$ cat src/hw/rtl/pict_pkg.sv
`timescale 1ns / 1ps
// ----------------------------------------------------------------------------
// pict_pkg
// Shared types and codes for the prioritized interrupt and compare timer.
// ----------------------------------------------------------------------------
package pict_pkg;

   localparam int CMP_SLOTS   = 3;   // comparator storage slots
   localparam int LEVEL_SLOTS = 6;   // priority level mask registers
   localparam int WORD_W      = 32;

   // item kinds
   localparam logic [1:0] FUNC_LINE    = 2'd0;
   localparam logic [1:0] FUNC_ADVANCE = 2'd1;
   localparam logic [1:0] FUNC_COMPARE = 2'd2;

   // register indexes
   localparam logic [2:0] CSR_LEVEL_TRIGGERED = 3'd0;
   localparam logic [2:0] CSR_LEVEL1_MASK     = 3'd1;
   localparam logic [2:0] CSR_LEVEL2_MASK     = 3'd2;
   localparam logic [2:0] CSR_LEVEL3_MASK     = 3'd3;
   localparam logic [2:0] CSR_LEVEL4_MASK     = 3'd4;
   localparam logic [2:0] CSR_LEVEL5_MASK     = 3'd5;
   localparam logic [2:0] CSR_LEVEL6_MASK     = 3'd6;
   localparam logic [2:0] CSR_TIMER_IRQ_MAP   = 3'd7;

   typedef struct packed {
      logic [1:0]        func;
      logic [5:0]        irq_index;
      logic              active;
      logic [WORD_W-1:0] delta;
      logic [1:0]        compare_index;
      logic [WORD_W-1:0] compare_value;
      logic [WORD_W-1:0] int_enable;
      logic [3:0]        current_level;
   } pict_item_type;

   typedef struct packed {
      logic [WORD_W-1:0]                pending;
      logic [WORD_W-1:0]                counter;
      logic [CMP_SLOTS-1:0][WORD_W-1:0] cmp;
   } pict_state_type;

endpackage

$ cat src/hw/rtl/pict_exec.sv
`timescale 1ns / 1ps
// ----------------------------------------------------------------------------
// pict_exec
// Applies one beat to the pending set, cycle counter and comparators.
// ----------------------------------------------------------------------------
module pict_exec
   import pict_pkg::*;
#(
   parameter int NUM_INTERRUPTS = 32,
   parameter int NUM_COMPARE    = 3
) (
   input  logic           clock,
   input  logic           reset,
   input  logic           go,
   input  pict_item_type  item,
   input  logic [31:0]    level_triggered,
   input  logic [14:0]    timer_map,
   output pict_state_type state,
   output logic           bad
);

   localparam logic [5:0] NumIrq = 6'(NUM_INTERRUPTS);

   logic [WORD_W-1:0]                pending_ff, pending_in;
   logic [WORD_W-1:0]                counter_ff, counter_in;
   logic [CMP_SLOTS-1:0][WORD_W-1:0] cmp_ff, cmp_in;
   logic [CMP_SLOTS-1:0]             passed;

   assign bad = (item.func == FUNC_LINE) && (item.irq_index >= NumIrq);

   // comparator passed: distance from old count within delta
   always_comb begin
      for (int i = 0; i < CMP_SLOTS; i++) begin
         passed[i] = (i < NUM_COMPARE) && ((cmp_ff[i] - counter_ff) <= item.delta);
      end
   end

   always_comb begin
      logic [4:0] line;
      pending_in = pending_ff;
      counter_in = counter_ff;
      cmp_in     = cmp_ff;
      line       = '0;
      if (go) begin
         case (item.func)
            FUNC_LINE: begin
               if (!bad) begin
                  if (item.active) begin
                     pending_in[item.irq_index[4:0]] = 1'b1;
                  end else if (level_triggered[item.irq_index[4:0]]) begin
                     pending_in[item.irq_index[4:0]] = 1'b0;
                  end
               end
            end
            FUNC_ADVANCE: begin
               counter_in = counter_ff + item.delta;
               for (int i = 0; i < CMP_SLOTS; i++) begin
                  line = timer_map[5*i +: 5];
                  if (passed[i] && ({1'b0, line} < NumIrq)) begin
                     pending_in[line] = 1'b1;
                  end
               end
            end
            FUNC_COMPARE: begin
               for (int i = 0; i < CMP_SLOTS; i++) begin
                  if ((i < NUM_COMPARE) && (item.compare_index == 2'(i))) begin
                     cmp_in[i] = item.compare_value;
                  end
               end
            end
            default: ;
         endcase
      end
   end

   always_ff @(posedge clock) begin
      if (reset) begin
         pending_ff <= '0;
         counter_ff <= '0;
         cmp_ff     <= '0;
      end else begin
         pending_ff <= pending_in;
         counter_ff <= counter_in;
         cmp_ff     <= cmp_in;
      end
   end

   assign state.pending = pending_ff;
   assign state.counter = counter_ff;
   assign state.cmp     = cmp_ff;

   // state moves only on an executed beat
   a_hold_idle: assert property (@(posedge clock) disable iff (reset)
      !go |=> $stable(pending_ff) && $stable(counter_ff) && $stable(cmp_ff))
      else $error("state changed without an executed beat");

   // counter only moves on an advance
   a_counter_advance: assert property (@(posedge clock) disable iff (reset)
      go && (item.func != FUNC_ADVANCE) |=> $stable(counter_ff))
      else $error("counter moved on a non-advance beat");

   // a bad line index leaves the pending set alone
   a_bad_ignored: assert property (@(posedge clock) disable iff (reset)
      go && bad |=> $stable(pending_ff))
      else $error("bad line index changed pending set");

endmodule

$ cat src/hw/rtl/pict_resolve.sv
`timescale 1ns / 1ps
// ----------------------------------------------------------------------------
// pict_resolve
// Picks the highest enabled pending level and the nearest comparator wake.
// ----------------------------------------------------------------------------
module pict_resolve
   import pict_pkg::*;
#(
   parameter int NUM_LEVELS  = 6,
   parameter int NUM_COMPARE = 3
) (
   input  pict_state_type                     state,
   input  logic [LEVEL_SLOTS-1:0][WORD_W-1:0] prio_mask,
   input  logic [WORD_W-1:0]                  int_enable,
   input  logic [3:0]                         current_level,
   output logic [2:0]                         pending_level,
   output logic [WORD_W-1:0]                  next_wake
);

   logic [WORD_W-1:0]                live;
   logic [LEVEL_SLOTS-1:0]           hit;
   logic [CMP_SLOTS-1:0][WORD_W-1:0] cmp_gap;

   assign live = state.pending & int_enable;

   always_comb begin
      for (int lv = 1; lv <= LEVEL_SLOTS; lv++) begin
         hit[lv-1] = (lv <= NUM_LEVELS) && (4'(lv) > current_level)
                     && (|(prio_mask[lv-1] & live));
      end
   end

   // highest hit wins
   always_comb begin
      pending_level = '0;
      for (int lv = 1; lv <= LEVEL_SLOTS; lv++) begin
         if (hit[lv-1]) pending_level = 3'(lv);
      end
   end

   always_comb begin
      for (int i = 0; i < CMP_SLOTS; i++) begin
         cmp_gap[i] = state.cmp[i] - state.counter;
      end
   end

   // strict less-than keeps the lower comparator on a tie
   always_comb begin
      logic [WORD_W-1:0] best_dist;
      next_wake = state.counter - 1'b1;
      best_dist = '1;
      for (int i = 0; i < CMP_SLOTS; i++) begin
         if ((i < NUM_COMPARE) && (cmp_gap[i] < best_dist)) begin
            next_wake = state.cmp[i];
            best_dist = cmp_gap[i];
         end
      end
   end

endmodule

$ cat src/hw/rtl/prioritized_interrupt_and_compare_timer_top.sv
`timescale 1ns / 1ps
// ----------------------------------------------------------------------------
// prioritized_interrupt_and_compare_timer_top
// Interrupt controller with pending set, priority levels, cycle counter and
// compare timers.
// ----------------------------------------------------------------------------
//
//  Port group  Dir   Handshake            Carries
//  req_*       in    req_valid/req_ready  one beat: line change, advance,
//                                         or comparator write
//  rsp_*       out   rsp_valid/rsp_ready  one result beat per request beat
//  csr_*       in    csr_we               register write, no read-back
//
//  One beat per clock sustained while rsp_ready stays high. A beat passes
//  the input register, the state update and the result register in order.
//  Throughput is set by the state update (counter add plus
//  comparator pass checks feeding the pending set).
//  Reset clears the pending set, counter, comparators, csr registers and valid flags.
//  A stalled rsp_ready backs up through the stages to req_ready; the
//  result register holds while the next beats wait behind it.
// ----------------------------------------------------------------------------
module prioritized_interrupt_and_compare_timer_top
   import pict_pkg::*;
#(
   parameter int NUM_INTERRUPTS = 32,
   parameter int NUM_LEVELS     = 6,
   parameter int NUM_COMPARE    = 3
) (
   input  logic        clock,
   input  logic        reset,
   // request channel
   input  logic        req_valid,
   output logic        req_ready,
   input  logic [1:0]  req_func,
   input  logic [5:0]  req_irq_index,
   input  logic        req_active,
   input  logic [31:0] req_delta,
   input  logic [1:0]  req_compare_index,
   input  logic [31:0] req_compare_value,
   input  logic [31:0] req_int_enable,
   input  logic [3:0]  req_current_level,
   // response channel
   output logic        rsp_valid,
   input  logic        rsp_ready,
   output logic [2:0]  rsp_pending_level,
   output logic        rsp_irq_request,
   output logic [31:0] rsp_pending_bits,
   output logic [31:0] rsp_cycle_count,
   output logic [31:0] rsp_next_wake,
   output logic        rsp_bad_irq,
   // register write port
   input  logic        csr_we,
   input  logic [2:0]  csr_index,
   input  logic [31:0] csr_wdata
);

   localparam logic [WORD_W-1:0] LineMask = (NUM_INTERRUPTS >= WORD_W) ? '1 :
      WORD_W'((64'd1 << NUM_INTERRUPTS) - 64'd1);

   // ------------------------------------------------------------------
   // Registers
   // ------------------------------------------------------------------
   logic [WORD_W-1:0]                  level_trig_ff, level_trig_in;
   logic [LEVEL_SLOTS-1:0][WORD_W-1:0] prio_mask_ff, prio_mask_in;
   logic [14:0]                        timer_map_ff, timer_map_in;
   logic [2:0]                         mask_sel;

   always_comb begin
      level_trig_in = level_trig_ff;
      prio_mask_in  = prio_mask_ff;
      timer_map_in  = timer_map_ff;
      mask_sel      = 3'(csr_index - CSR_LEVEL1_MASK);
      if (csr_we) begin
         unique case (csr_index) inside
            CSR_LEVEL_TRIGGERED: level_trig_in = csr_wdata;
            CSR_LEVEL1_MASK, CSR_LEVEL2_MASK, CSR_LEVEL3_MASK,
            CSR_LEVEL4_MASK, CSR_LEVEL5_MASK, CSR_LEVEL6_MASK:
               prio_mask_in[mask_sel] = csr_wdata;
            CSR_TIMER_IRQ_MAP:   timer_map_in = csr_wdata[14:0];
            default: ;
         endcase
      end
   end

   always_ff @(posedge clock) begin
      if (reset) begin
         level_trig_ff <= '0;
         prio_mask_ff  <= '0;
         timer_map_ff  <= '0;
      end else begin
         level_trig_ff <= level_trig_in;
         prio_mask_ff  <= prio_mask_in;
         timer_map_ff  <= timer_map_in;
      end
   end

   // ------------------------------------------------------------------
   // Pipeline control
   // ------------------------------------------------------------------
   logic in_valid_ff, in_valid_in;
   logic mid_valid_ff, mid_valid_in;
   logic rsp_valid_ff, rsp_valid_in;
   logic req_fire, exec_go, mid_go;

   assign mid_go    = mid_valid_ff && (!rsp_valid_ff || rsp_ready);
   assign exec_go   = in_valid_ff && (!mid_valid_ff || mid_go);
   assign req_ready = !in_valid_ff || exec_go;
   assign req_fire  = req_valid && req_ready;

   always_comb begin
      in_valid_in  = req_fire ? 1'b1 : (exec_go ? 1'b0 : in_valid_ff);
      mid_valid_in = exec_go ? 1'b1 : (mid_go ? 1'b0 : mid_valid_ff);
      rsp_valid_in = mid_go ? 1'b1 : (rsp_ready ? 1'b0 : rsp_valid_ff);
   end

   always_ff @(posedge clock) begin
      if (reset) begin
         in_valid_ff  <= 1'b0;
         mid_valid_ff <= 1'b0;
         rsp_valid_ff <= 1'b0;
      end else begin
         in_valid_ff  <= in_valid_in;
         mid_valid_ff <= mid_valid_in;
         rsp_valid_ff <= rsp_valid_in;
      end
   end

   // ------------------------------------------------------------------
   // Input register
   // ------------------------------------------------------------------
   pict_item_type item_ff;

   always_ff @(posedge clock) begin
      if (req_fire) begin
         item_ff.func          <= req_func;
         item_ff.irq_index     <= req_irq_index;
         item_ff.active        <= req_active;
         item_ff.delta         <= req_delta;
         item_ff.compare_index <= req_compare_index;
         item_ff.compare_value <= req_compare_value;
         item_ff.int_enable    <= req_int_enable;
         item_ff.current_level <= req_current_level;
      end
   end

   // ------------------------------------------------------------------
   // State update
   // ------------------------------------------------------------------
   pict_state_type state;
   logic           exec_bad;

   pict_exec #(
      .NUM_INTERRUPTS (NUM_INTERRUPTS),
      .NUM_COMPARE    (NUM_COMPARE)
   ) u_exec (
      .clock           (clock),
      .reset           (reset),
      .go              (exec_go),
      .item            (item_ff),
      .level_triggered (level_trig_ff),
      .timer_map       (timer_map_ff),
      .state           (state),
      .bad             (exec_bad)
   );

   // beat fields that ride along to the resolve stage; state registers
   // hold this beat's result while it sits here
   logic [WORD_W-1:0] mid_enable_ff;
   logic [3:0]        mid_level_ff;
   logic              mid_bad_ff;

   always_ff @(posedge clock) begin
      if (exec_go) begin
         mid_enable_ff <= item_ff.int_enable;
         mid_level_ff  <= item_ff.current_level;
         mid_bad_ff    <= exec_bad;
      end
   end

   // ------------------------------------------------------------------
   // Level and wake resolve, result register
   // ------------------------------------------------------------------
   logic [2:0]        res_level;
   logic [WORD_W-1:0] res_wake;

   pict_resolve #(
      .NUM_LEVELS  (NUM_LEVELS),
      .NUM_COMPARE (NUM_COMPARE)
   ) u_resolve (
      .state         (state),
      .prio_mask     (prio_mask_ff),
      .int_enable    (mid_enable_ff),
      .current_level (mid_level_ff),
      .pending_level (res_level),
      .next_wake     (res_wake)
   );

   logic [2:0]        rsp_level_ff;
   logic [WORD_W-1:0] rsp_pending_ff;
   logic [WORD_W-1:0] rsp_count_ff;
   logic [WORD_W-1:0] rsp_wake_ff;
   logic              rsp_bad_ff;

   always_ff @(posedge clock) begin
      if (mid_go) begin
         rsp_level_ff   <= res_level;
         rsp_pending_ff <= state.pending;
         rsp_count_ff   <= state.counter;
         rsp_wake_ff    <= res_wake;
         rsp_bad_ff     <= mid_bad_ff;
      end
   end

   assign rsp_valid         = rsp_valid_ff;
   assign rsp_pending_level = rsp_level_ff;
   assign rsp_irq_request   = (rsp_level_ff != 3'd0);
   assign rsp_pending_bits  = rsp_pending_ff;
   assign rsp_cycle_count   = rsp_count_ff;
   assign rsp_next_wake     = rsp_wake_ff;
   assign rsp_bad_irq       = rsp_bad_ff;

   // ------------------------------------------------------------------
   // Assertions
   // ------------------------------------------------------------------
   a_lines_in_range: assert property (@(posedge clock) disable iff (reset)
      rsp_valid_ff |-> ((rsp_pending_ff & ~LineMask) == '0))
      else $error("pending bit set beyond line count");

   a_level_in_range: assert property (@(posedge clock) disable iff (reset)
      rsp_valid_ff |-> (32'(rsp_level_ff) <= 32'(NUM_LEVELS)))
      else $error("pending level beyond level count");

   // a held middle beat keeps its slot and the state it resolves from
   a_mid_held: assert property (@(posedge clock) disable iff (reset)
      mid_valid_ff && !mid_go |=> mid_valid_ff && $stable(state))
      else $error("middle beat lost or state moved under it");

   a_bad_only_line: assert property (@(posedge clock) disable iff (reset)
      mid_go && mid_bad_ff |=> rsp_bad_ff && (rsp_count_ff == $past(state.counter)))
      else $error("bad line flag lost or counter mismatch");

endmodule

$ cat config.mk
export PLATFORM = sky130hd
export DESIGN_NAME = prioritized_interrupt_and_compare_timer_top
export DESIGN_NICKNAME = d
export VERILOG_FILES = /design/src/hw/rtl/pict_pkg.sv /design/src/hw/rtl/pict_exec.sv /design/src/hw/rtl/pict_resolve.sv /design/src/hw/rtl/prioritized_interrupt_and_compare_timer_top.sv
export SDC_FILE = /design/constraint.sdc
export NUM_CORES = 2
export LEC_CHECK = 0
export BUFFER_PORTS_ARGS = -buffer_cell sky130_fd_sc_hd__buf_2
export CAP_MARGIN = 20
export CORE_MARGIN = 4
export CORE_UTILIZATION = 40
export CTS_CLUSTER_DIAMETER = 50
export DETAILED_ROUTE_END_ITERATION = 12
export PLACE_DENSITY = 0.65
export SLEW_MARGIN = 0
export SYNTH_ARGS = -nofsm -noshare
export SYNTH_HDL_FRONTEND = slang
export SYNTH_HIERARCHICAL = 1
export SYNTH_SLANG_ARGS = --single-unit
$ cat constraint.sdc
create_clock -name clock -period 6.85 [get_ports clock]
set_clock_uncertainty 0.05 [all_clocks]
set_input_delay 1.0275 -clock clock [delete_from_list [all_inputs] [get_ports clock]]
set_output_delay 1.0275 -clock clock [all_outputs]
set_load 0.03 [all_outputs]
# Word-level counts from Yosys, hierarchy flattened
# Cells that the tools add are included.
dict set report word_totals {
  register_bits 650
  inputBits 151
  output_inout_bits 103
  wordCells 173
}
dict set report classes {
  addsub 6
  order_cmp 23
  n_eq_ne 13
  muxes 40
  bitwise_logic 13
  n_reduce_logical 45
}
# op count
set ops {}
lappend ops {{32-bit 2-to-1 mux} 16}
lappend ops {{32-bit bitwise AND} 8}
lappend ops {{192-bit bitwise mux} 1}
lappend ops {{32-bit OR reduction} 6}
lappend ops {{32-bit bitwise OR} 4}
lappend ops {{32-bit demux with 3-bit select} 1}
lappend ops {{32-bit less-or-equal comparator} 3}
lappend ops {{32-bit subtractor} 3}
lappend ops {{32-bit < comparator} 2}
lappend ops {{32-bit one-hot mux with 2 select lines} 1}
lappend ops {{32-bit adder} 1}
lappend ops {{32-bit < comparator (second input constant)} 1}
lappend ops {{32-bit inverter} 1}
lappend ops {{32-bit by 1-bit subtractor with 32-bit output (second input constant)} 1}
lappend ops {{5-bit by 6-bit < comparator with 1-bit output (second input constant)} 4}
lappend ops {{1-bit demux with 5-bit select} 4}
lappend ops {{5-bit by 1-bit greater-or-equal comparator with 1-bit output (second input constant)} 4}
lappend ops {{1-bit logical AND} 15}
lappend ops {{3-bit == test (second input constant)} 4}
lappend ops {{3-bit by 4-bit > comparator with 1-bit output (first input constant)} 3}
lappend ops {{1-bit 2-to-1 mux} 12}
lappend ops {{3-bit AND reduction} 3}
lappend ops {{2-bit by 4-bit > comparator with 1-bit output (first input constant)} 2}
lappend ops {{2-bit 2-to-1 mux} 4}
lappend ops {{other kinds (22)} 36}

# Logic depth before layout (Yosys ltp)
dict set report depth {
  ltp_word 15
  depth_mapped 37
  mapped_depth_nobuf 33
}

# Modules after synthesis
# The synthesis kept the hierarchy.
# mod instances cells_per_inst area_each_um2 seq_area_each_um2
set modules_own_cells {}
lappend modules_own_cells {prioritized_interrupt_and_compare_timer_top 1 1218 16744.8 12291.8}
lappend modules_own_cells {pict_exec 1 2046 15612.5 3203.1}
lappend modules_own_cells {pict_resolve 1 1448 10020.9 0.0}

# Worst setup path before layout
# OpenSTA, ideal clock, no wires.
dict set report synth_timing {
  path_type {reg-to-reg}
  startpoint {register u_exec.counter_ff[1]}
  endpoint {register rsp_wake_ff[0] (netlist: rsp_next_wake[0]), data pin}
  setup_ns 0.261
  arrival_time_ns 7.148
  required_time_ns 6.539
  path_slack_ns -0.610
  path_stages_with_launch 35
  n_path_buf 4
  synth_period_minus_slack_ns 7.460
  path_cell_list {dfxtp_1 inv_1 ha_1 nor2b_1 o31a_1 o31a_1 o21ai_0 a31o_2 nand2b_1 a21oi_1 xnor2_1 ha_1 a21o_1 a21o_1 a211o_1 o211ai_1 a21oi_1 o41a_1 nor2_2 clkbuf_1 clkbuf_1 a31oi_1 ha_1 nand4_1 or2_2 nor4_1 nand2_1 o41ai_1 nor3_1 nand4bb_1 clkbuf_1 nand3_1 clkbuf_1 mux2i_1 nand3b_1}
}
dict set report synth_between {
  elab_chain_cells 7
  elab_cells_between_ends 11
  classes_between {3 x add/sub; 3 x order compare; 5 x mux}
}
# element line
set synth_lines {}
lappend synth_lines {{start, declared} pict_exec.sv:25} ;# logic [WORD_W-1:0] counter_ff, counter_in;
lappend synth_lines {{start signal, assigned} pict_exec.sv:83} ;# counter_ff <= counter_in;
lappend synth_lines {{32-bit subtractor} pict_resolve.sv:43} ;# cmp_gap[i] = state.cmp[i] - state.counter;
lappend synth_lines {{32-bit < comparator} pict_resolve.sv:53} ;# if ((i < NUM_COMPARE) && (cmp_gap[i] < best_dist)) begin
lappend synth_lines {{32-bit 2-to-1 mux} pict_resolve.sv:53}
lappend synth_lines {{32-bit < comparator} pict_resolve.sv:53}
lappend synth_lines {{32-bit 2-to-1 mux} pict_resolve.sv:53}
lappend synth_lines {{32-bit < comparator} pict_resolve.sv:53}
lappend synth_lines {{32-bit 2-to-1 mux (*)} pict_resolve.sv:53}
lappend synth_lines {{net res_wake[0]} prioritized_interrupt_and_compare_timer_top.sv:184} ;# logic [WORD_W-1:0] res_wake;
lappend synth_lines {{end signal, assigned} prioritized_interrupt_and_compare_timer_top.sv:209} ;# rsp_wake_ff <= res_wake;
lappend synth_lines {{end, declared} prioritized_interrupt_and_compare_timer_top.sv:201} ;# logic [WORD_W-1:0] rsp_wake_ff;
# Mark *: on every way through the listed nets, which the timed path passes. The rest lies on a longest branch.
# A chain may end at the register's enable or synchronous reset.

# Final worst setup path
# Ends and elaborated chain as after synthesis.

==> key figures <==
Pwr
  • Cell Pwr Density: 297 mW/mm^2
  • Worst VDD drop: 320 uV
  • Leak: 0.0218 uW

CTS
  • Later-pin clock latency in the skew report: 0.69 ns
  • Clk buf depth: 3
  • Hold Buf Count CTS: 0
  • CTS tree: built
  • Num CTS Buffers: 90
  • CTS root buffer: clkbuf_16
  • Clk slew on worst S/H paths: 0.06 ns
  • # clock sinks: 650
  • H-tree depth: 3

Floorplanning
  • Die height: around 330 um
  • Starting Density: between 40% and 50%
  • IO Pins: 254
  • Core region area: 0.105 mm^2
  • Site row count: 119
  • Die area: 0.111 mm^2
  • DIE WIDTH: roughly 330 um

Drt
  • Metal3 WL: 13900 um
  • Router iterations before antenna repair: 6
  • WL per Instance: 23.7 um
  • M1 WL: ~70000 um
  • Met2 wire length: 68800 um
  • Routed Antenna Nets: 0
  • Post-DR vias/cell: 5.90
  • Top sig layer: met5
  • Final wirelength: 159000 um
  • # DRC: 0
  • 1st-iter DRT viols: 4868
  • Via Count: 39500

Yosys
  • Area leader, netlist: dfxtp_1
  • Compound-gate portion of the synthesized area: around 22%
  • Mean Syn Cell Area: 8.99 um^2
  • Synth Area in Adders: between 10% and 20%
  • Ys async rst share: 0%
  • Top cell type's share of synthesized area: between 10% and 20%
  • Cell Area, Synth: 0.0424 mm^2
  • Cell with the most instances after synthesis: nand2_1
  • Post-synth top cells: 615 x nand2_1, 513 x a21oi_1, 402 x dfxtp_1
  • Post-synth top flop: dfxtp_1
  • Flop and latch count out of synthesis: 650
  • Post-synth EDFFs: ~250
  • Sequential cell area fraction in the yosys report: 36.6%
  • Mapped Nets: 5252
  • Largest family of logic cells by synthesized area: compound AO/OA/AOI/OAI gates
  • Mux share of post-synthesis cell area: 4.09%
  • Simple-gate share of the synthesized area: 17.9%
  • Synth cell types: 110
  • Top cells by area, synth: dfxtp_1 19%, edfxtp_1 18%, ha_1 11%
  • Syn. warnings: 6
  • Cell count after synthesis: 4712
  • XOR/XNOR Fraction of Synth Area: 4.18%

Cells and area
  • Share of cells above drive strength 1: 18.7%
  • Non-filler cells, final: about 6700
  • Fillers: a little under 10000
  • Final Util: 48.9%
  • Area Overhead vs Synth: 21.4%
  • Nets: 5769

STA
  • Min Hold Slack: 0.349 ns
  • Slew Limit Fails: 0
  • Relative slew slack: 21.0%
  • Unrepaired setup endpoints after global routing: yes
  • F_max: 143 MHz
  • Final setup fails: 32
  • Final Critical Period: 6.99 ns
  • Final WS setup: -0.141 ns
  • Setup tns final: -1.10 ns
  • Hold Fails Final Rpt: 0
  • Actual slew at the worst max-slew pin: roughly 1.2 ns
  • Fin crit share: 102%

Status
  • Violated checks: negative setup slack
  • Status: complete, but fails checks

GRT
  • Initial antenna violation count: 4
  • GRT Util Overall: 27.2%
  • Overflow after GRT: 0
  • Number of global-route vias before repair: 37622
  • First-pass GRT wire length: 234000 um
  • Pin count of the biggest net entering global routing: 151

Setup path
  • Critical Path RT: slightly above 7 ns
  • RR Endpoint: rsp_next_wake[0]
  • Critical path launch point type: flop
  • Crit Path Category: reg2reg
  • R2R depth: 37
  • Critical path arrival: 7.34 ns
  • R2r setup slk: -0.14 ns
  • Critical Path End Type: flop
  • CP most frequent cell: a21o_1
  • Crit path max fanout: 7
  • Crit-path max cell delay: 0.47 ns
  • CP max-delay cell: o41a_1
  • Reg2reg start: u_exec/counter_ff[1]

Worst hold path
  • Worst Hold Depth: 0
  • Min-Delay Path Class: reg2reg
  • Worst Hold Path EP: mid_enable_ff[14]
  • Worst Hold Launch: item_ff[18]

Place
  • Pre-CTS setup slack: -0.595 ns
  • Port-buffer cells: 253
  • GPL Wtd Cong: 1.00
  • Dpl hpwl: 122000 um
  • Placed insts: 6493

Flow run
  • Max-cap violations: 0
[logic make-up (layout without fill, tap and decap cells)]
family | count (synthesis) | count (layout)
simple gates | 1524 | 1524
compound gates | 1386 | 1386
flops | 650 | 650
buf+inv | 401 | 995
fa+ha+maj | 389 | 389
xor+xnor | 200 | 200
mux | 162 | 162
other cells | 0 | 1
[what timing repair did]
action                                 CTS  global route
setup buffers                           23            10
pin swaps                               58            66
cloned                                   3             0
setup endpoints to repair               32            32
resized for setup                       88            80
endpoints found under the hold margin    0             0
[layout make-up]
class                           count  area (um^2)  share of cell area [%]
Multi-Input combinational cell   3661        25900                    50.3
Tap cell                         1391         1740                    3.38
Inverter                          181          682                    1.33
Timing Repair Buffer              645         4480                    8.71
Sequential cell                   650        15500                    30.1
Clock buffer                      110         2410                    4.69
Antenna cell                        1         2.50                 0.00486
Clock inverter                     59          762                    1.48
[layer usage]
layer	track usage (%)	up-vias
met5	0	-
met4	11.1	4
met3	4.17	328
met2	41.9	1865
met1	38.2	18937
li1	-	18366
[cells in the final DEF, fill, tap and decap left out, types with 178 or more instances in the layout]
| master | Yosys | layout |
|---|---|---|
| buf_2 | 19 | 252 |
| inv_1 | 181 | 178 |
| edfxtp_1 | 248 | 248 |
| ha_1 | 382 | 377 |
| dfxtp_1 | 402 | 396 |
| nor2_1 | 192 | 186 |
| buf_4 | 7 | 360 |
| a21oi_1 | 513 | 501 |
| nand2_1 | 615 | 611 |
| nand2b_1 | 189 | 189 |
[how the worst max path moves through the flow]
stage	to	slack, ns	cells past startpoint	start
6_report	rsp_next_wake[0]	-0.14	37	u_exec/counter_ff[1]
3_3_place_gp	rsp_next_wake[15]	-0.39	30	u_exec/counter_ff[1]
4_1_cts	rsp_next_wake[6]	-0.18	37	u_exec/state[32]
5_1_grt	rsp_next_wake[0]	-0.37	39	u_exec/counter_ff[1]
3_5_place_dp	rsp_next_wake[19]	-0.59	30	u_exec/counter_ff[1]
2_1_floorplan	rsp_next_wake[0]	-0.004	33	u_exec/counter_ff[1]
[worst max-delay path, delay by kind of cell, from the launching register on]
kind	cells	cell delay, ns
AO/OA/AOI/OAI	16	3.26
buffers and inverters	8	1.04
AND/OR/NAND/NOR	8	1.03
adder cells (fa/ha/maj)	3	0.64
flip-flops	1	0.36
multiplexers	1	0.18
XOR/XNOR	1	0.15
[flip-flops by register name, indices dropped and copies added (netlist names), named ones only]
name,flops
prio_mask_ff,192
item_ff,111
u_exec/state,96
level_trig_ff,32
mid_enable_ff,32
rsp_cycle_count,32
rsp_next_wake,32
rsp_pending_bits,32
u_exec/counter_ff,32
timer_map_ff,15
mid_level_ff,4
rsp_pending_level,3
in_valid_ff,1
mid_bad_ff,1
mid_valid_ff,1
rsp_bad_irq,1
rsp_valid,1
[through the flow]
stage,total power (uW),area (um^2)
finish,15300,51500
global route,15900,51500
CTS,14900,51000
detailed placement,9420,47200
global placement,9400,47200
floorplan,7560,42500
[report_power, final]
group          switching [uW]  internal [uW]
clock                    1970           2890
combinational            3460           2690
sequential                112           4150
(Power assumes the default switching activity.)
